### config.mk
export PLATFORM = sky130hd
export DESIGN_NAME = brf_ctrl
export DESIGN_NICKNAME = d
export VERILOG_FILES = /design/src/brf_pkg.sv /design/src/brf_ctrl.sv
export SDC_FILE = /design/constraint.sdc
export NUM_CORES = 1
export LEC_CHECK = 0
export ABC_AREA = 1
export BUFFER_PORTS_ARGS = -buffer_cell sky130_fd_sc_hd__buf_2
export CORE_AREA = 4 4 41 43
export DETAILED_ROUTE_END_ITERATION = 6
export DIE_AREA = 0 0 45 47
export PLACE_DENSITY_LB_ADDON = 0.15
export SYNTH_ARGS = -nofsm -noshare
export SYNTH_HDL_FRONTEND = slang
export SYNTH_SLANG_ARGS = --single-unit
### constraint.sdc
create_clock -name clock -period 1.4 [get_ports clock]
set_clock_uncertainty 0.1 [all_clocks]
set_input_delay 0.14 -clock clock [delete_from_list [all_inputs] [get_ports clock]]
set_output_delay 0.14 -clock clock [all_outputs]
set_load 0.05 [all_outputs]
### src/brf_pkg.sv
// ----------------------------------------------------------------------------
// brf_pkg
// Shared types and codes for the circular byte FIFO with delimiter pop:
// operation codes and the command/status bundles between controller and
// datapath.
// ----------------------------------------------------------------------------
package brf_pkg;

   // Operation codes carried on req_kind
   localparam logic [1:0] KIND_PUSH      = 2'd0;
   localparam logic [1:0] KIND_POP       = 2'd1;
   localparam logic [1:0] KIND_POP_UNTIL = 2'd2;

   // Commands from the controller to the datapath
   typedef struct packed {
      logic load;         // latch a new request
      logic push;         // store one byte and report
      logic emit_none;    // report a result without a byte
      logic scan_step;    // read and compare the next stored byte
      logic scan_finish;  // close the delimiter scan, prepare the run
      logic pop_step;     // read and transfer run bytes
   } dp_cmd_type;

   // Status from the datapath to the controller
   typedef struct packed {
      logic n_zero;       // run length of the presented request is zero
      logic scan_hit;     // delimiter matched in this cycle
      logic scan_end;     // last byte in range compared in this cycle
      logic pop_done;     // last byte of the run transferred in this cycle
   } dp_stat_type;

endpackage

### src/brf_ctrl.sv
// ----------------------------------------------------------------------------
// brf_ctrl
// Controller state machine: sequences push, delimiter scan and run pop,
// and drives the datapath by commands.
// ----------------------------------------------------------------------------
module brf_ctrl (
   input  logic               clock,
   input  logic               reset,
   input  logic               start,
   input  logic [1:0]         req_kind,
   input  brf_pkg::dp_stat_type stat,
   output brf_pkg::dp_cmd_type  cmd,
   output logic               busy
);
   import brf_pkg::*;

   typedef enum logic [2:0] {
      ST_IDLE,
      ST_PUSH,
      ST_EMPTY,
      ST_SCAN,
      ST_POP
   } state_type;

   state_type state_ff;
   state_type state_in;

   // Decode next state and commands
   always_comb begin
      state_in = state_ff;
      cmd      = '0;
      case (state_ff)
         ST_IDLE: begin
            if (start) begin
               cmd.load = 1'b1;
               case (req_kind)
                  KIND_PUSH: begin
                     state_in = ST_PUSH;
                  end
                  KIND_POP: begin
                     state_in = stat.n_zero ? ST_EMPTY : ST_POP;
                  end
                  KIND_POP_UNTIL: begin
                     state_in = stat.n_zero ? ST_EMPTY : ST_SCAN;
                  end
                  default: begin
                     state_in = ST_EMPTY;
                  end
               endcase
            end
         end
         ST_PUSH: begin
            cmd.push = 1'b1;
            state_in = ST_IDLE;
         end
         ST_EMPTY: begin
            cmd.emit_none = 1'b1;
            state_in      = ST_IDLE;
         end
         ST_SCAN: begin
            cmd.scan_step = 1'b1;
            if (stat.scan_hit || stat.scan_end) begin
               cmd.scan_finish = 1'b1;
               state_in        = ST_POP;
            end
         end
         ST_POP: begin
            cmd.pop_step = 1'b1;
            if (stat.pop_done) begin
               state_in = ST_IDLE;
            end
         end
         default: begin
            state_in = ST_IDLE;
         end
      endcase
   end

   // Hold state
   always_ff @(posedge clock) begin
      if (reset) begin
         state_ff <= ST_IDLE;
      end else begin
         state_ff <= state_in;
      end
   end

   assign busy = (state_ff != ST_IDLE);

endmodule

After elaboration in Yosys (flattened, before gate mapping)
Cells that the tools add are included.
- reduce and logical (&&, ||, !) cells: 5
- equal/unequal tests: 9
- muxes and demuxes: 14
- operators by type and width (kind ; number):
    3-bit case mux with 3 select lines ; 2
    3-bit two-way mux ; 4
    1-bit two-way mux ; 7
    3-bit by 2-bit == test with 1-bit output, second input constant ; 2
    2-bit inequality test, second input constant ; 3
    3-bit by 1-bit == test with 1-bit output, second input constant ; 1
    3-bit == test, second input constant ; 1
    3-bit zero test ; 1
    3-bit AND reduction ; 1
    3-bit nonzero test ; 1
    2-bit by 1-bit == test with 1-bit output, second input constant ; 1
    2-bit == test, second input constant ; 1
    2-bit zero test ; 1
    2-bit two-way mux ; 1
    1-bit logical OR ; 1
- input port bits: 9
- logic and storage cells: 29
- register bits: 3

Longest topological paths before layout
Gate-level depths: netlist of run 1.
- word-level depth: 4
- gate-level depth with buffers: 7
- depth with buffers taken out: 7

Worst setup path after synthesis of run 1
No wires, ideal clock.
- path type: register -> output
- from: register state_ff[0]
- to: output port cmd[4] in the netlist's numbering
- buffers on the path: 0
- setup slack: -0.390 ns
- required time: 1.160 ns
- cell stages (with the launch flop): 2
- arrival: 1.550 ns
- cell sequence: dfxtp_1 > nor3b_1
- RTL lines (what ; line ; RTL):
    start: declaration ; brf_ctrl.sv:25 ; state_type state_ff;
    start signal: assignment ; brf_ctrl.sv:84 ; state_ff <= state_in;
    end: declaration ; brf_ctrl.sv:12 ; output brf_pkg::dp_cmd_type cmd,

==> summary.txt, run 1 <==
Place
  • Port bufs: 15
  • GP Congestion: 0.7965
  • Placement-stage worst setup slack: 151.7 ps
  • HPWL Detailed: 511.4 um

Yosys
  • Cell Area, Synth: approximately 250 um2
  • Syn avg cell area: 6.018 um2
  • Yosys cell types: 14
  • Synth warnings: 0
  • Net count after synthesis: 51
  • Sequential-to-total area share from yosys stat: around a quarter
  • Seq cells post-synth: 3
  • Synth Instances: 42

STA
  • Final Worst Setup Slack: ~56 ps
  • F_max: 0.7442 GHz
  • Final Hold Viols: 0
  • Worst-margin pin slew: 271.8 ps
  • Min Hold Slack: around 92 ps
  • Final setup viols: 0
  • Max Slew Vio Count: 0
  • Tmin final: 1344 ps
  • Slew HR: around 80%
  • RSZ-0062 raised after global routing: yes
  • Final period util: 95.99%

Global routing
  • Initial antenna violation count: 0
  • First-pass GRT wire length: 1104 um
  • GRT Residual Overflow: 0
  • Number of global-route vias before repair: 294
  • Tot GR Track Use: 7.177%
  • Pin count of the biggest net entering global routing: 6

Setup path
  • WP data required: 1160 ps
  • CP Capture Type: primary output
  • CP cell instances: nor2_2 > nand2_2 > nor2_4 > buf_6
  • Crit-path slowest cell: dfxtp_4
  • Crit-path max FO: 5
  • WP data arrival: 1100 ps
  • Highest cell delay on the worst timing path: 350 ps
  • Worst setup SP type: flop
  • Kind of critical path: flop to primary output

Layout
  • ANT cells: 0
  • Most flops, register: state_ff
  • Largest regs: state_ff (3)
  • Layout Utilization: 33.85%
  • Largest register FFs: 3
  • Layout cells sized above 1: about 60%
  • Synth-to-Final Area Change: 74.26%
  • Nets: between 70 and 80

Routing
  • DRC viols: 0
  • Via-to-Cell Ratio: 3.936
  • Final wirelength: around 600 um
  • Detailed Routing Iterations Pass 1: 2
  • Post-route ant nets: 0
  • First DRT Iteration DRCs: 1
  • WL/cell: 7.885 um
  • Routed vias: 307

Clocking
  • Clk_lat worst skew: between 200 and 250 ps
  • CTS buffer count: 3
  • CTS tree: built
  • H-Tree Level Count: 1
  • Post-cts hold buffer count: 0
  • Clock sinks: 3
  • Longest Clk Path Bufs: 2
  • Clk slew on worst S/H paths: 30 ps
  • Root Driver: clkbuf_4

Die
  • Starting Density: 19.42%
  • Core footprint: about 1300 um2
  • FP Rows: 13
  • Full die area: 2115 um2
  • Die H: roughly 47 um
  • IO Count: 16
  • Die X: between 40 and 50 um

Hold path
  • HP Class: primary input to flop

Run status
  • Outcome: finished clean

Power
  • Pleak: 0.2390 nW
  • Peak supply drop: around 0.57 mV
  • Power Dens Cells: 1932 nW/um2

Run
  • Max_cap viols: 0
## layer usage
layer | wire length, um | global-route usage, % | share of wire (%) | vias to the layer above
li1 | - | - | - | 172
met1 | 288 | 9.276 | 47 | 123
met2 | 273 | 9.605 | 44 | 12
met3 | 53 | 3.831 | 8.6 | 0
met4 | 0 | 3.509 | 0 | 0
met5 | 0 | 0 | 0 | -
## synth_stat cells
cell / count / area, um2
nor2_1: 11 / 41.29
nand2_1: 6 / 22.52
inv_1: 5 / 18.77
dfxtp_1: 3 / 60.06
nand3_1: 3 / 15.01
nor2_2: 3 / 18.77
inv_2: 2 / 7.510
nand2_2: 2 / 12.51
nand3_2: 2 / 20.02
a21o_1: 1 / 7.510
a21oi_1: 1 / 5.000
nor2_4: 1 / 11.26
nor3_1: 1 / 5.000
nor3b_1: 1 / 7.510
## cells in the final DEF, fill, tap and decap left out
cell and n:
nor2_2 3, nor2_4 3, nand3_2 2, clkbuf_1 1
buf_2 11, dfxtp_4 2, a21oi_1 1, nor2_1 9
buf_8 1, a21o_1 1, dfxtp_2 1, inv_1 4
nor3_2 1, buf_6 1, nand2_2 3, inv_2 3
nand3_1 3, buf_4 3, nand2_1 5, nor3b_1 1
clkbuf_4 4
## final timing paths
| kind | from | end | slack, ps | depth (start not counted) |
|---|---|---|---|---|
| worst min register to register | state_ff[2] | state_ff[2] | 590 | 4 |
| worst max-delay path | state_ff[1] | cmd[5] | 60 | 4 |
| worst max register to register | state_ff[1] | state_ff[2] | 230 | 8 |
| worst min-delay path | reset | state_ff[2] | 90 | 4 |
## critical path, delay by kind of cell (launching register included)
kind                   cells  cell delay [ps]
buffers and inverters      1              160
DFF                        1              350
and+or+nand+nor            3              370
## cell type report
cell class / instances / area, um2
fillers: 158 / 860.8
multi-input cells: 32 / 188.9
repair buffers: 17 / 111.4
flip-flops and latches: 3 / 68.82
clock buffers: 4 / 26.28
inverters: 7 / 26.28
well taps: 15 / 18.77
## power breakdown
group	internal, mW	leakage (nW)	total [mW]	switching [mW]
sequential	0.121	0.0264	0.160	0.0391
combinational	0.186	0.198	0.542	0.356
clock	0.107	0.0150	0.148	0.0418
total	0.413	0.239	0.851	0.437
## repair_timing
| item | 4_1_cts | 5_1_grt |
|---|---|---|
| setup endpoints to repair | 3 | 6 |
| cloned | 0 | 0 |
| setup buffers | 0 | 1 |
| pin swaps | 1 | 3 |
| resized for setup | 4 | 7 |
## logic make-up (layout without fill, tap and decap cells)
kind of cell / after synthesis / in the layout / synth area share (%)
simple gates: 30 / 30 / 60.89
buf+inv: 7 / 28 / 10.40
compound gates: 2 / 2 / 4.950
flops: 3 / 3 / 23.76
## per-stage QoR
step	instances	total power [mW]	TNS, ps	instance area, um2
6_report	78	0.8507	0	440.4
5_1_grt	78	0.9199	-11.03	440.4
4_1_cts	77	0.8172	0	414.1
2_1_floorplan	42	0.5334	-357.1	275.3
3_3_place_gp	73	0.6488	0	376.6
3_5_place_dp	73	0.6423	0	376.6
(Power assumes the default switching activity.)
==> run 2, diff against run 1 <==
- CELL_PAD_IN_SITES_DETAIL_PLACEMENT: default -> 1
- CELL_PAD_IN_SITES_GLOBAL_PLACEMENT: default -> 2
- CORE_AREA: 4 4 41 43 -> 4 4 44 46
- CTS_CLUSTER_SIZE: default -> 28
- DIE_AREA: 0 0 45 47 -> 0 0 48 50
==> run 2 against run 1 <==
Compared with the run above: first-iteration DRC count unchanged; total power decreased by 0.25%; design area increased by 2.0%; wire length increased by 23%; sequential cell count unchanged; hold slack got worse by 2.2 ps; critical path type unchanged.
==> summary.txt, run 2 (synthesis gave the netlist of run 1 again) <==
Run status
  • Outcome: finished clean

Die
  • Core footprint: 1506 um2 (+16%)
  • Die H: 50 um (+6.4%)
  • Die X: 48 um (+6.7%)
  • Starting Density: 16.78% (-2.6 points)
  • FP Rows: 14 (+1)
  • Full die area: 2400 um2 (+13%)
  • IO Count: 16 (unchanged)

Global routing
  • GRT Residual Overflow: 0 (unchanged)
  • Tot GR Track Use: 7.703% (+0.53 points)
  • GRT busiest layer: met2
  • M3 GR Usage: 0% (-3.8 points)
  • GRT met1 Usage: 8.565% (-0.71 points)
  • Met2 usage: 11.89% (+2.3 points)
  • Number of global-route vias before repair: 324 (+10%)
  • Pin count of the biggest net entering global routing: 6 (unchanged)
  • Initial antenna violation count: 0 (unchanged)
  • First-pass GRT wire length: 1269 um (+15%)

Place
  • HPWL Detailed: 621 um (+21%)
  • GP Congestion: 0.6236 (-22%)
  • Port bufs: 15 (unchanged)

Clocking
  • H-Tree Level Count: 1 (unchanged)
  • Longest Clk Path Bufs: 2 (unchanged)
  • CTS tree: built
  • Clk_lat worst skew: 230 ps (about the same)
  • Clk slew on worst S/H paths: 30 ps (about the same)
  • Clock sinks: 3 (unchanged)
  • Root Driver: clkbuf_4
  • CTS buffer count: 3 (unchanged)

Routing
  • Via-to-Cell Ratio: 4.000 (+1.6%)
  • First DRT Iteration DRCs: 1 (unchanged)
  • Final wirelength: 758 um (+23%)
  • Post-route ant nets: 0 (unchanged)
  • WL/cell: 9.475 um (+20%)
  • Detailed Routing Iterations Pass 1: 2 (unchanged)
  • Routed vias: 320 (+4.2%)
  • DRC viols: 0 (unchanged)

Setup path
  • WP data arrival: 1120 ps (+20 ps)
  • CP Capture Type: primary output
  • WP data required: 1160 ps (about the same)
  • Crit-path max FO: 5 (unchanged)
  • Kind of critical path: flop to primary output
  • Worst setup SP type: flop

Layout
  • Commonest non-fill, non-tap cell in the layout: buf_2
  • Layout cells sized above 1: 60.94% (+0.62 points)
  • Most flops, register: state_ff
  • Layout Utilization: 29.82% (-4.0 points)
  • Largest register FFs: 3 (unchanged)
  • # fillers: 199 (+26%)
  • Nets: 74 (+1.4%)
  • Largest regs: state_ff (3)
  • Most frequent cells in the layout: buf_2 (11), nor2_1 (9), nand2_1 (5)
  • Synth-to-Final Area Change: 77.72%
  • ANT cells: 0 (unchanged)

STA
  • Worst-margin pin slew: 279.4 ps (+7.616 ps)
  • Max Slew Vio Count: 0 (unchanged)
  • RSZ-0062 raised after global routing: yes
  • Final setup viols: 0 (unchanged)
  • F_max: 0.7374 GHz (-0.91%)
  • Tmin final: 1356 ps (+12.35 ps)
  • Slew HR: 81.30% (-0.51 points)
  • Final period util: 96.87% (+0.88 points)
  • Final Hold Viols: 0 (unchanged)

Power
  • Tot Pwr: 848.6 uW (-0.25%)
  • Peak supply drop: 0.4139 mV (-27%)
  • Power Dens Cells: 1889 nW/um2 (-2.2%)
  • Pleak: 0.2439 nW (+2.0%)

Run
  • Max_cap viols: 0 (unchanged)

Hold path
  • HP Class: primary input to flop
==> run 2: cell types whose count changed in the layout (fill, tap and decap cells not counted) <==
cell	previous run	this run
buf_4	3	4
==> run 2: power breakdown <==
part,leakage (nW),internal (mW),switching (mW),total [mW]
logic,0.202,0.183,0.362,0.545
registers,0.0264,0.121,0.0364,0.157
clock network,0.0150,0.106,0.0396,0.146
==> run 2: worst paths after layout <==
path | from | to | slack (ps) | depth (start not counted)
max | state_ff[1] | cmd[5] | 40 | 4
min reg2reg | state_ff[2] | state_ff[2] | 600 | 4
min | reset | state_ff[2] | 90 | 4
max reg2reg | state_ff[1] | state_ff[2] | 190 | 8
==> run 2: what timing repair did <==
action | 4_1_cts | 5_1_grt
pin swaps | 1 | 3
hold buffers | 0 | 0
setup endpoints to repair | 3 | 5
buffers inserted | 0 | 3
resized for setup | 5 | 6
==> run 2: through the flow <==
step / instances / setup TNS [ps] / worst slack [ps] / hold WS (ps) / instance area (um2)
finish: 80 / 0 / 43.85 / 89.76 / 449.2
floorplan: 42 / -357.1 / -357.1 / 234.2 / 275.3
global placement: 73 / 0 / 145.2 / 341.1 / 370.4
CTS: 77 / 0 / 3.760 / 92.32 / 411.6
global route: 80 / -40.76 / -22.23 / 101.7 / 449.2
detailed placement: 73 / 0 / 147.0 / 335.4 / 370.4
==> run 2: area by class of cell <==
class                   count  area (um2)  share of cell area (%)
multi-input cells          32       188.9                   42.06
repair buffers             18       118.9                   26.46
flip-flops and latches      3       68.82                   15.32
clock buffers               4       26.28                   5.850
inverters                   7       26.28                   5.850
well taps                  16       20.02                   4.457
==> run 2: worst max-delay path: stages (launching register included) <==
cell and delay (ps):
dfxtp_4 350, nor2_2 170, nand2_2 120, nor2_4 90
buf_6 160
==> run 2: layer usage <==
metal,part of all wire (%),wire (um),vias to the layer above
li1,-,-,173
met3,2.6,20,0
met1,40,302,143
met4,0,0,0
met5,0,0,-
met2,57,435,4
