==> src/brf_pkg.sv <==
// ----------------------------------------------------------------------------
// brf_pkg
// Shared types and codes for the circular byte FIFO with delimiter pop:
// operation codes and the command/status bundles between controller and
// datapath.
// ----------------------------------------------------------------------------
package brf_pkg;

   // Operation codes carried on req_kind
   localparam logic [1:0] KIND_PUSH      = 2'd0;
   localparam logic [1:0] KIND_POP       = 2'd1;
   localparam logic [1:0] KIND_POP_UNTIL = 2'd2;

   // Commands from the controller to the datapath
   typedef struct packed {
      logic load;         // latch a new request
      logic push;         // store one byte and report
      logic emit_none;    // report a result without a byte
      logic scan_step;    // read and compare the next stored byte
      logic scan_finish;  // close the delimiter scan, prepare the run
      logic pop_step;     // read and transfer run bytes
   } dp_cmd_type;

   // Status from the datapath to the controller
   typedef struct packed {
      logic n_zero;       // run length of the presented request is zero
      logic scan_hit;     // delimiter matched in this cycle
      logic scan_end;     // last byte in range compared in this cycle
      logic pop_done;     // last byte of the run transferred in this cycle
   } dp_stat_type;

endpackage

==> src/brf_datapath.sv <==
// ----------------------------------------------------------------------------
// brf_datapath
// Byte ring storage with write/read pointers and a fill counter, the
// delimiter scan counters and the registered result port.
// ----------------------------------------------------------------------------
module brf_datapath #(
   parameter int DEPTH   = 256,
   parameter int MAX_RUN = 64
) (
   input  logic                 clock,
   input  logic                 reset,
   input  brf_pkg::dp_cmd_type  cmd,
   output brf_pkg::dp_stat_type stat,
   input  logic [7:0]           req_in_byte,
   input  logic [6:0]           req_max_count,
   input  logic [7:0]           req_delimiter,
   output logic                 rsp_strobe,
   output logic [7:0]           rsp_out_byte,
   output logic                 rsp_byte_valid,
   output logic                 rsp_last,
   output logic                 rsp_accepted,
   output logic                 rsp_found,
   output logic [7:0]           rsp_level
);
   import brf_pkg::*;

   localparam int PTR_W = (DEPTH > 2) ? $clog2(DEPTH) : 1;
   localparam int CNT_W = $clog2(MAX_RUN + 1);
   localparam int CMP_W = (PTR_W > CNT_W) ? PTR_W : CNT_W;
   localparam int LVL_W = (PTR_W > 8) ? PTR_W : 8;

   // Storage
   logic [7:0]       mem [DEPTH];
   logic [7:0]       rd_data_ff;
   logic [PTR_W-1:0] rd_addr;

   // Pointers and fill level
   logic [PTR_W-1:0] wp_ff, wp_in;
   logic [PTR_W-1:0] rp_ff, rp_in;
   logic [PTR_W-1:0] scan_ptr_ff, scan_ptr_in;
   logic [PTR_W-1:0] level_ff, level_in;
   logic [LVL_W-1:0] level_ext;

   // Request and run bookkeeping
   logic [7:0]       byte_ff;
   logic [7:0]       delim_ff;
   logic [CNT_W-1:0] run_len_ff, run_len_in;
   logic [CNT_W-1:0] iss_cnt_ff, iss_cnt_in;
   logic [CNT_W-1:0] cmp_cnt_ff, cmp_cnt_in;
   logic             pend_ff, pend_in;
   logic             found_ff, found_in;

   logic [CNT_W-1:0] clip;
   logic [CNT_W-1:0] n_now;
   logic [CNT_W-1:0] cmp_next;
   logic             full;
   logic             iss_en;
   logic             wr_en;
   logic             emit_byte;
   logic             hit;
   logic             cmp_last;

   // Result registers
   logic             strobe_ff, strobe_in;
   logic [7:0]       out_byte_ff, out_byte_in;
   logic             byte_valid_ff, byte_valid_in;
   logic             last_ff, last_in;
   logic             accepted_ff, accepted_in;
   logic             found_out_ff, found_out_in;
   logic [7:0]       level_out_ff, level_out_in;

   // Clip the count and bound it by the fill level
   always_comb begin
      if (req_max_count > 7'(MAX_RUN)) begin
         clip = CNT_W'(MAX_RUN);
      end else begin
         clip = CNT_W'(req_max_count);
      end
      if (CMP_W'(level_ff) < CMP_W'(clip)) begin
         n_now = CNT_W'(level_ff);
      end else begin
         n_now = clip;
      end
   end

   assign full      = (level_ff == PTR_W'(DEPTH - 1));
   assign wr_en     = cmd.push && !full;
   assign iss_en    = (cmd.scan_step || cmd.pop_step) && (iss_cnt_ff != run_len_ff);
   assign emit_byte = cmd.pop_step && pend_ff;
   assign cmp_next  = cmp_cnt_ff + CNT_W'(1);
   assign cmp_last  = (cmp_next == run_len_ff);
   assign hit       = cmd.scan_step && pend_ff && (rd_data_ff == delim_ff);
   assign rd_addr   = cmd.pop_step ? rp_ff : scan_ptr_ff;

   assign stat.n_zero   = (n_now == '0);
   assign stat.scan_hit = hit;
   assign stat.scan_end = cmd.scan_step && pend_ff && cmp_last;
   assign stat.pop_done = emit_byte && cmp_last;

   // Advance pointers, level and counters
   always_comb begin
      wp_in       = wp_ff;
      rp_in       = rp_ff;
      scan_ptr_in = scan_ptr_ff;
      level_in    = level_ff;
      run_len_in  = run_len_ff;
      iss_cnt_in  = iss_cnt_ff;
      cmp_cnt_in  = cmp_cnt_ff;
      pend_in     = iss_en;
      found_in    = found_ff;

      if (wr_en) begin
         wp_in    = (wp_ff == PTR_W'(DEPTH - 1)) ? '0 : wp_ff + PTR_W'(1);
         level_in = level_ff + PTR_W'(1);
      end

      if (iss_en) begin
         iss_cnt_in = iss_cnt_ff + CNT_W'(1);
         if (cmd.pop_step) begin
            rp_in = (rp_ff == PTR_W'(DEPTH - 1)) ? '0 : rp_ff + PTR_W'(1);
         end else begin
            scan_ptr_in = (scan_ptr_ff == PTR_W'(DEPTH - 1)) ? '0
                                                               : scan_ptr_ff + PTR_W'(1);
         end
      end

      if (pend_ff && (cmd.scan_step || cmd.pop_step)) begin
         cmp_cnt_in = cmp_next;
      end

      if (emit_byte) begin
         level_in = level_ff - PTR_W'(1);
      end

      // Close the scan: cut the run at the match and restart the counters
      if (cmd.scan_finish) begin
         if (hit) begin
            run_len_in = cmp_next;
            found_in   = 1'b1;
         end
         iss_cnt_in = '0;
         cmp_cnt_in = '0;
         pend_in    = 1'b0;
      end

      if (cmd.load) begin
         scan_ptr_in = rp_ff;
         run_len_in  = n_now;
         iss_cnt_in  = '0;
         cmp_cnt_in  = '0;
         pend_in     = 1'b0;
         found_in    = 1'b0;
      end
   end

   assign level_ext = LVL_W'(level_in);

   // Build the next result
   always_comb begin
      strobe_in     = cmd.push || cmd.emit_none || emit_byte;
      out_byte_in   = emit_byte ? rd_data_ff : 8'd0;
      byte_valid_in = emit_byte;
      last_in       = cmd.push || cmd.emit_none || (emit_byte && cmp_last);
      accepted_in   = wr_en;
      found_out_in  = (emit_byte || cmd.emit_none) ? found_ff : 1'b0;
      level_out_in  = level_ext[7:0];
   end

   // Write and read the byte ring
   always_ff @(posedge clock) begin
      if (wr_en) begin
         mem[wp_ff] <= byte_ff;
      end
      rd_data_ff <= mem[rd_addr];
   end

   // Hold control state
   always_ff @(posedge clock) begin
      if (reset) begin
         wp_ff       <= '0;
         rp_ff       <= '0;
         scan_ptr_ff <= '0;
         level_ff    <= '0;
         run_len_ff  <= '0;
         iss_cnt_ff  <= '0;
         cmp_cnt_ff  <= '0;
         pend_ff     <= 1'b0;
         found_ff    <= 1'b0;
         strobe_ff   <= 1'b0;
      end else begin
         wp_ff       <= wp_in;
         rp_ff       <= rp_in;
         scan_ptr_ff <= scan_ptr_in;
         level_ff    <= level_in;
         run_len_ff  <= run_len_in;
         iss_cnt_ff  <= iss_cnt_in;
         cmp_cnt_ff  <= cmp_cnt_in;
         pend_ff     <= pend_in;
         found_ff    <= found_in;
         strobe_ff   <= strobe_in;
      end
   end

   // Hold payload
   always_ff @(posedge clock) begin
      if (cmd.load) begin
         byte_ff  <= req_in_byte;
         delim_ff <= req_delimiter;
      end
      out_byte_ff   <= out_byte_in;
      byte_valid_ff <= byte_valid_in;
      last_ff       <= last_in;
      accepted_ff   <= accepted_in;
      found_out_ff  <= found_out_in;
      level_out_ff  <= level_out_in;
   end

   assign rsp_strobe     = strobe_ff;
   assign rsp_out_byte   = out_byte_ff;
   assign rsp_byte_valid = byte_valid_ff;
   assign rsp_last       = last_ff;
   assign rsp_accepted   = accepted_ff;
   assign rsp_found      = found_out_ff;
   assign rsp_level      = level_out_ff;

endmodule
==> config.mk <==
export PLATFORM = sky130hd
export DESIGN_NAME = brf_datapath
export DESIGN_NICKNAME = d
export VERILOG_FILES = /design/src/brf_pkg.sv /design/src/brf_datapath.sv
export SDC_FILE = /design/constraint.sdc
export NUM_CORES = 2
export LEC_CHECK = 0
export ABC_AREA = 0
export BUFFER_PORTS_ARGS = -buffer_cell sky130_fd_sc_hd__buf_2
export CAP_MARGIN = 5
export CORE_UTILIZATION = 40
export DETAILED_ROUTE_END_ITERATION = 10
export HOLD_SLACK_MARGIN = 0.12
export PLACE_DENSITY = 0.55
export SYNTH_ARGS = -nofsm -noshare
export SYNTH_HDL_FRONTEND = slang
export SYNTH_SLANG_ARGS = --single-unit
==> constraint.sdc <==
create_clock -name clock -period 4.3 [get_ports clock]
set_input_delay 0.215 -clock clock [delete_from_list [all_inputs] [get_ports clock]]
set_output_delay 0.215 -clock clock [all_outputs]
set_load 0.01 [all_outputs]
Word-level counts from Yosys, hierarchy flattened. Memories as Yosys holds them, arrays and structs flattened. A register that Yosys moved wholly into a read port is not among the register bits. Cells that the tools add are included.

Register bits after elaboration: 92. Memory bits (writable): 2048. Output and inout port bits: 25. Memories kept: 1.

Memory list: mem (depth 256, width 8, rd ports 1, clocked after Yosys merged registers in 1, write ports 1, RTL line brf_datapath.sv:33) `logic [7:0] mem [DEPTH];`.

Add/subtract/negate cells: 7. $lt $le $gt $ge: 2. Eq/ne operators: 8. Multiplexer cells: 16. Reductions and logical operators: 24.

Operator list (number): 8-bit 2-to-1 mux (9); 7-bit 2-to-1 mux (5); 8-bit by 1-bit adder with 8-bit output (second input constant) (4); 8-bit == test (second input constant) (4); 7-bit by 1-bit adder with 7-bit output (second input constant) (2); 8-bit == test (1); 1-bit logical AND (8); 8-bit by 7-bit less-than comparator with 1-bit output (1); 2-bit AND reduction (4); 8-bit by 1-bit subtractor with 8-bit output (second input constant) (1); 7-bit == test (1); 7-bit greater-than comparator (second input constant) (1); 7-bit zero test (1); 7-bit != test (1); 2-bit nonzero test (3); 1-bit logical OR (5); 3-bit OR reduction (1); 1-bit 2-to-1 mux (2); 2-bit by 1-bit != test with 1-bit output (second input constant) (1); 2-bit OR reduction (1); 1-bit zero test (1).

Longest topological paths before layout.
Depth after elaboration: 5. Mapped depth: 13. Gate-level depth less buffers: 10.

Least setup slack after synthesis. No wires, ideal clock.

Path type: register -> register. From: reg byte_ff[0]. To: mem mem[0][0], data pin. Library setup time: 817 ps. Arrival: 3228 ps. Data required time: 3483 ps. Path slack: 254 ps. Stages on the path, launching flop included: 1. Clock period less this slack: 4046 ps. Path through: edfxtp_1.

RTL lines: start: declaration (RTL line brf_datapath.sv:45) `logic [7:0] byte_ff;`; start signal: assignment (RTL line brf_datapath.sv:207) `byte_ff <= req_in_byte;`; end: declaration (RTL line brf_datapath.sv:33).

No word-level cell before the write port.

Final worst setup path.
From: reg rp_ff[0]. To: reg rd_data_ff[5] (read register of mem).

Word-level cells in the longest chain between the ends: 1.

RTL lines: start: declaration (RTL line brf_datapath.sv:39) `logic [PTR_W-1:0] rp_ff, rp_in;`; start signal: assignment (RTL line brf_datapath.sv:192) `rp_ff <= rp_in;`; 8-bit 2-to-1 mux (RTL line brf_datapath.sv:93) `assign rd_addr = cmd.pop_step ? rp_ff : scan_ptr_ff;`; end: declaration (RTL line brf_datapath.sv:34) `logic [7:0] rd_data_ff;`.

Every way passes these cells. A chain may end at the register's enable or synchronous reset.

==> summary.txt <==
Slew Limit Fails: 0
ANT nets after route: 0
Failing checks: design-rule violations
Core footprint: 0.212 sq mm
Grt total ovfl: 0
Number of synthesized flops with an enable pin: 2064
Minimum clock period: 4200 ps
WHS: 241 ps
Crit-path most repeated cell: buf_4
CTS clk-pin slew, worst paths: 70 ps
Most frequent cells in the layout: edfxtp_1 (2064), nand2_1 (854), mux2i_1 (472)
CTS buffer count: 217
Top FF cell, synth: edfxtp_1
Skew-Pair Late Insertion Delay: 890 ps
Placed cell area: 0.0900 sq mm
Netlist cell types: 64
Setup tns final: 0 ps
Fillers: 18300
Multi-input logic area: 0.0201 sq mm
Period utilisation layout: 0.976
Vias in the first global route: 49500
Worst-path cell chain: mux2_8 -> buf_12 -> buf_4 -> mux2i_1 -> o221ai_1 -> a31oi_1 -> nor3_1 -> o41ai_1 -> buf_4 -> o2111ai_1
DRC Markers: 44
Non-Filler Instances: 8849
Critical-path maximum fanout: 37
Unrepaired setup endpoints after global routing: false
Via-per-instance ratio: 5.74
CTS tree: built
Hold_sp: cmd[4]
Setup Fix Bufs, Post-CTS: 0
Initial antenna violation count: 9
Slew @ Worst Pin: 1240 ps
Syn avg cell area: 15.1 sq um
Post-Synthesis Cells: 5659
Total track usage: 0.227
Outcome: finished, violations left
Final Wtd Congestion: 0.878
Crit. Startpoint: rp_ff[0]$_SDFFE_PP0P_
Final hold violation count: 0
Root Buffer Master: clkbuf_16
DR vias: 50800
Fmax: 0.238 GHz
Routed wire length: 248000 um
Syn Nets: 5706
Fin area: 0.0978 sq mm
Port Buffers: 55
Drt initial violations: 5797
First-pass GRT wire length: 358000 um
Yosys warns: 0
CP arrival: 4920 ps
DIE AREA: 0.215 sq mm
Dpl ws: 103 ps
Largest stage delay, worst path: 890 ps
Maximum root-to-sink buffer count: 3
Num ports: 56
Pin count of the biggest net entering global routing: 167
Final setup viols: 0
Cell Pwr Density: 466 mW/mm^2
Htree depth: 4
Final Util: 0.461
Drt pass-1 iters: 11
DR WL/cell: 28.0 um
Buffer and inverter count on the worst path: 3
Flops & latches, synth: 2148
Seq/Total Area, Yosys: 0.745
Area grow syn2layout: 14.5%
Dpl cells: 8376
Required time of the critical path: 5020 ps
Cell Area, Synth: 0.0854 sq mm
Reg area: 0.0637 sq mm
CP max-delay cell: o41ai_1
Initial core utilization: 0.403
Commonest non-fill, non-tap cell in the layout: edfxtp_1
Largest delay share family, worst path: compound AO/OA/AOI/OAI gates
Rel. slew slack: 0.165
Rows: 169
Die Ht: 464 um
Fin worst setup slack: 102 ps
Leak: 31.2 nW
Clock sink total: 2148
Hold Crit Class: input pin to flop
Peak VDD IR: 0.379 mV
Die width: 464 um
Worst Clk Skew: 54.6 ps
Max_cap viols: 0
Layout cells sized above 1: 0.119
Critical path class: flop to flop
Worst R2R Start: rp_ff[0]$_SDFFE_PP0P_
Post-detail-place hpwl: 150000 um
Final Power: 45.6 mW
Crit start category: flop
Fin nets: 5879
Share of flip-flops with an asynchronous set or reset: 0
Critical Path End Type: flop
## cell type report
cell class | instances | area share
Clock buffer | 265 | 0.0587
Tap cell | 2821 | 0.0361
Inverter | 21 | 0.000806
Timing Repair Buffer | 326 | 0.0328
Multi-Input combinational cell | 3118 | 0.205
Clock inverter | 141 | 0.0149
Sequential cell | 2148 | 0.651
Antenna cell | 9 | 0.000230
## repair_timing
action,CTS,global route
hold endpoints to repair,103,0
endpoints found under the setup margin,0,1
hold buffers,58,0
resized for setup,0,1
## power breakdown
part           switching, mW  internal, mW
clock                   8.21          10.9
sequential             0.112          23.1
combinational           2.16          1.08
## per-layer routing
layer  vias up  track usage  part of all wire
li1      22100            -                 -
met1     26100        0.321              0.43
met2      2161        0.354              0.46
met3       383       0.0417             0.080
met4         0       0.0752             0.032
met5         -            0                 0
## synth_stat cells (19+ instances only)
cell	instances	area share
nand3_1	386	0.023
dfxtp_1	84	0.020
o21ai_0	93	0.0054
clkbuf_1	175	0.0077
nor3_1	84	0.0049
buf_1	46	0.0020
xnor2_1	29	0.0030
mux4_2	84	0.022
nor2_1	319	0.014
a21oi_1	124	0.0073
mux2i_1	475	0.056
nand2_1	854	0.038
and3_1	22	0.0016
inv_1	19	0.00084
o22ai_1	62	0.0045
xor2_1	24	0.0025
edfxtp_1	2064	0.73
buf_4	31	0.0027
a31oi_1	153	0.011
buf_6	25	0.0033
o221ai_1	185	0.019
nand4_1	40	0.0029
buf_2	94	0.0055
## flip-flops by register name (all words and copies together) (netlist names)
| signal | flops |
|---|---|
| mem | 2048 |
| byte_ff | 8 |
| delim_ff | 8 |
| level_ff | 8 |
| rd_data_ff | 8 |
| rp_ff | 8 |
| rsp_level | 8 |
| rsp_out_byte | 8 |
| scan_ptr_ff | 8 |
| wp_ff | 8 |
| cmp_cnt_ff | 7 |
| iss_cnt_ff | 7 |
| run_len_ff | 7 |
| found_ff | 1 |
| pend_ff | 1 |
| rsp_accepted | 1 |
| rsp_byte_valid | 1 |
| rsp_found | 1 |
| rsp_last | 1 |
| rsp_strobe | 1 |
## kinds of logic after synthesis
family	after synthesis	share of synthesized area
flops	2148	0.745
simple gates	1770	0.0887
compound gates	707	0.0562
mux	572	0.0796
buf+inv	393	0.0223
xor+xnor	53	0.00544
fa+ha+maj	16	0.00234
## path summary, 6_finish.rpt
kind / endpoint / slack (ps) / depth (start not counted)
hold / removal: rsp_accepted$_DFF_P_ / 240 / 4
setup reg to reg: rd_data_ff[5]$_DFF_P_ / 100 / 10
setup / recovery: rd_data_ff[5]$_DFF_P_ / 100 / 10
hold reg to reg: rsp_found$_SDFF_PN0_ / 450 / 2
## tightest hold or removal path, delay by kind of cell
family / cells / cell delay, ps
buffers and inverters: 3 / 760
AOI/OAI and AO/OA: 1 / 80
Note: power is estimated with default switching activity, not from simulation.
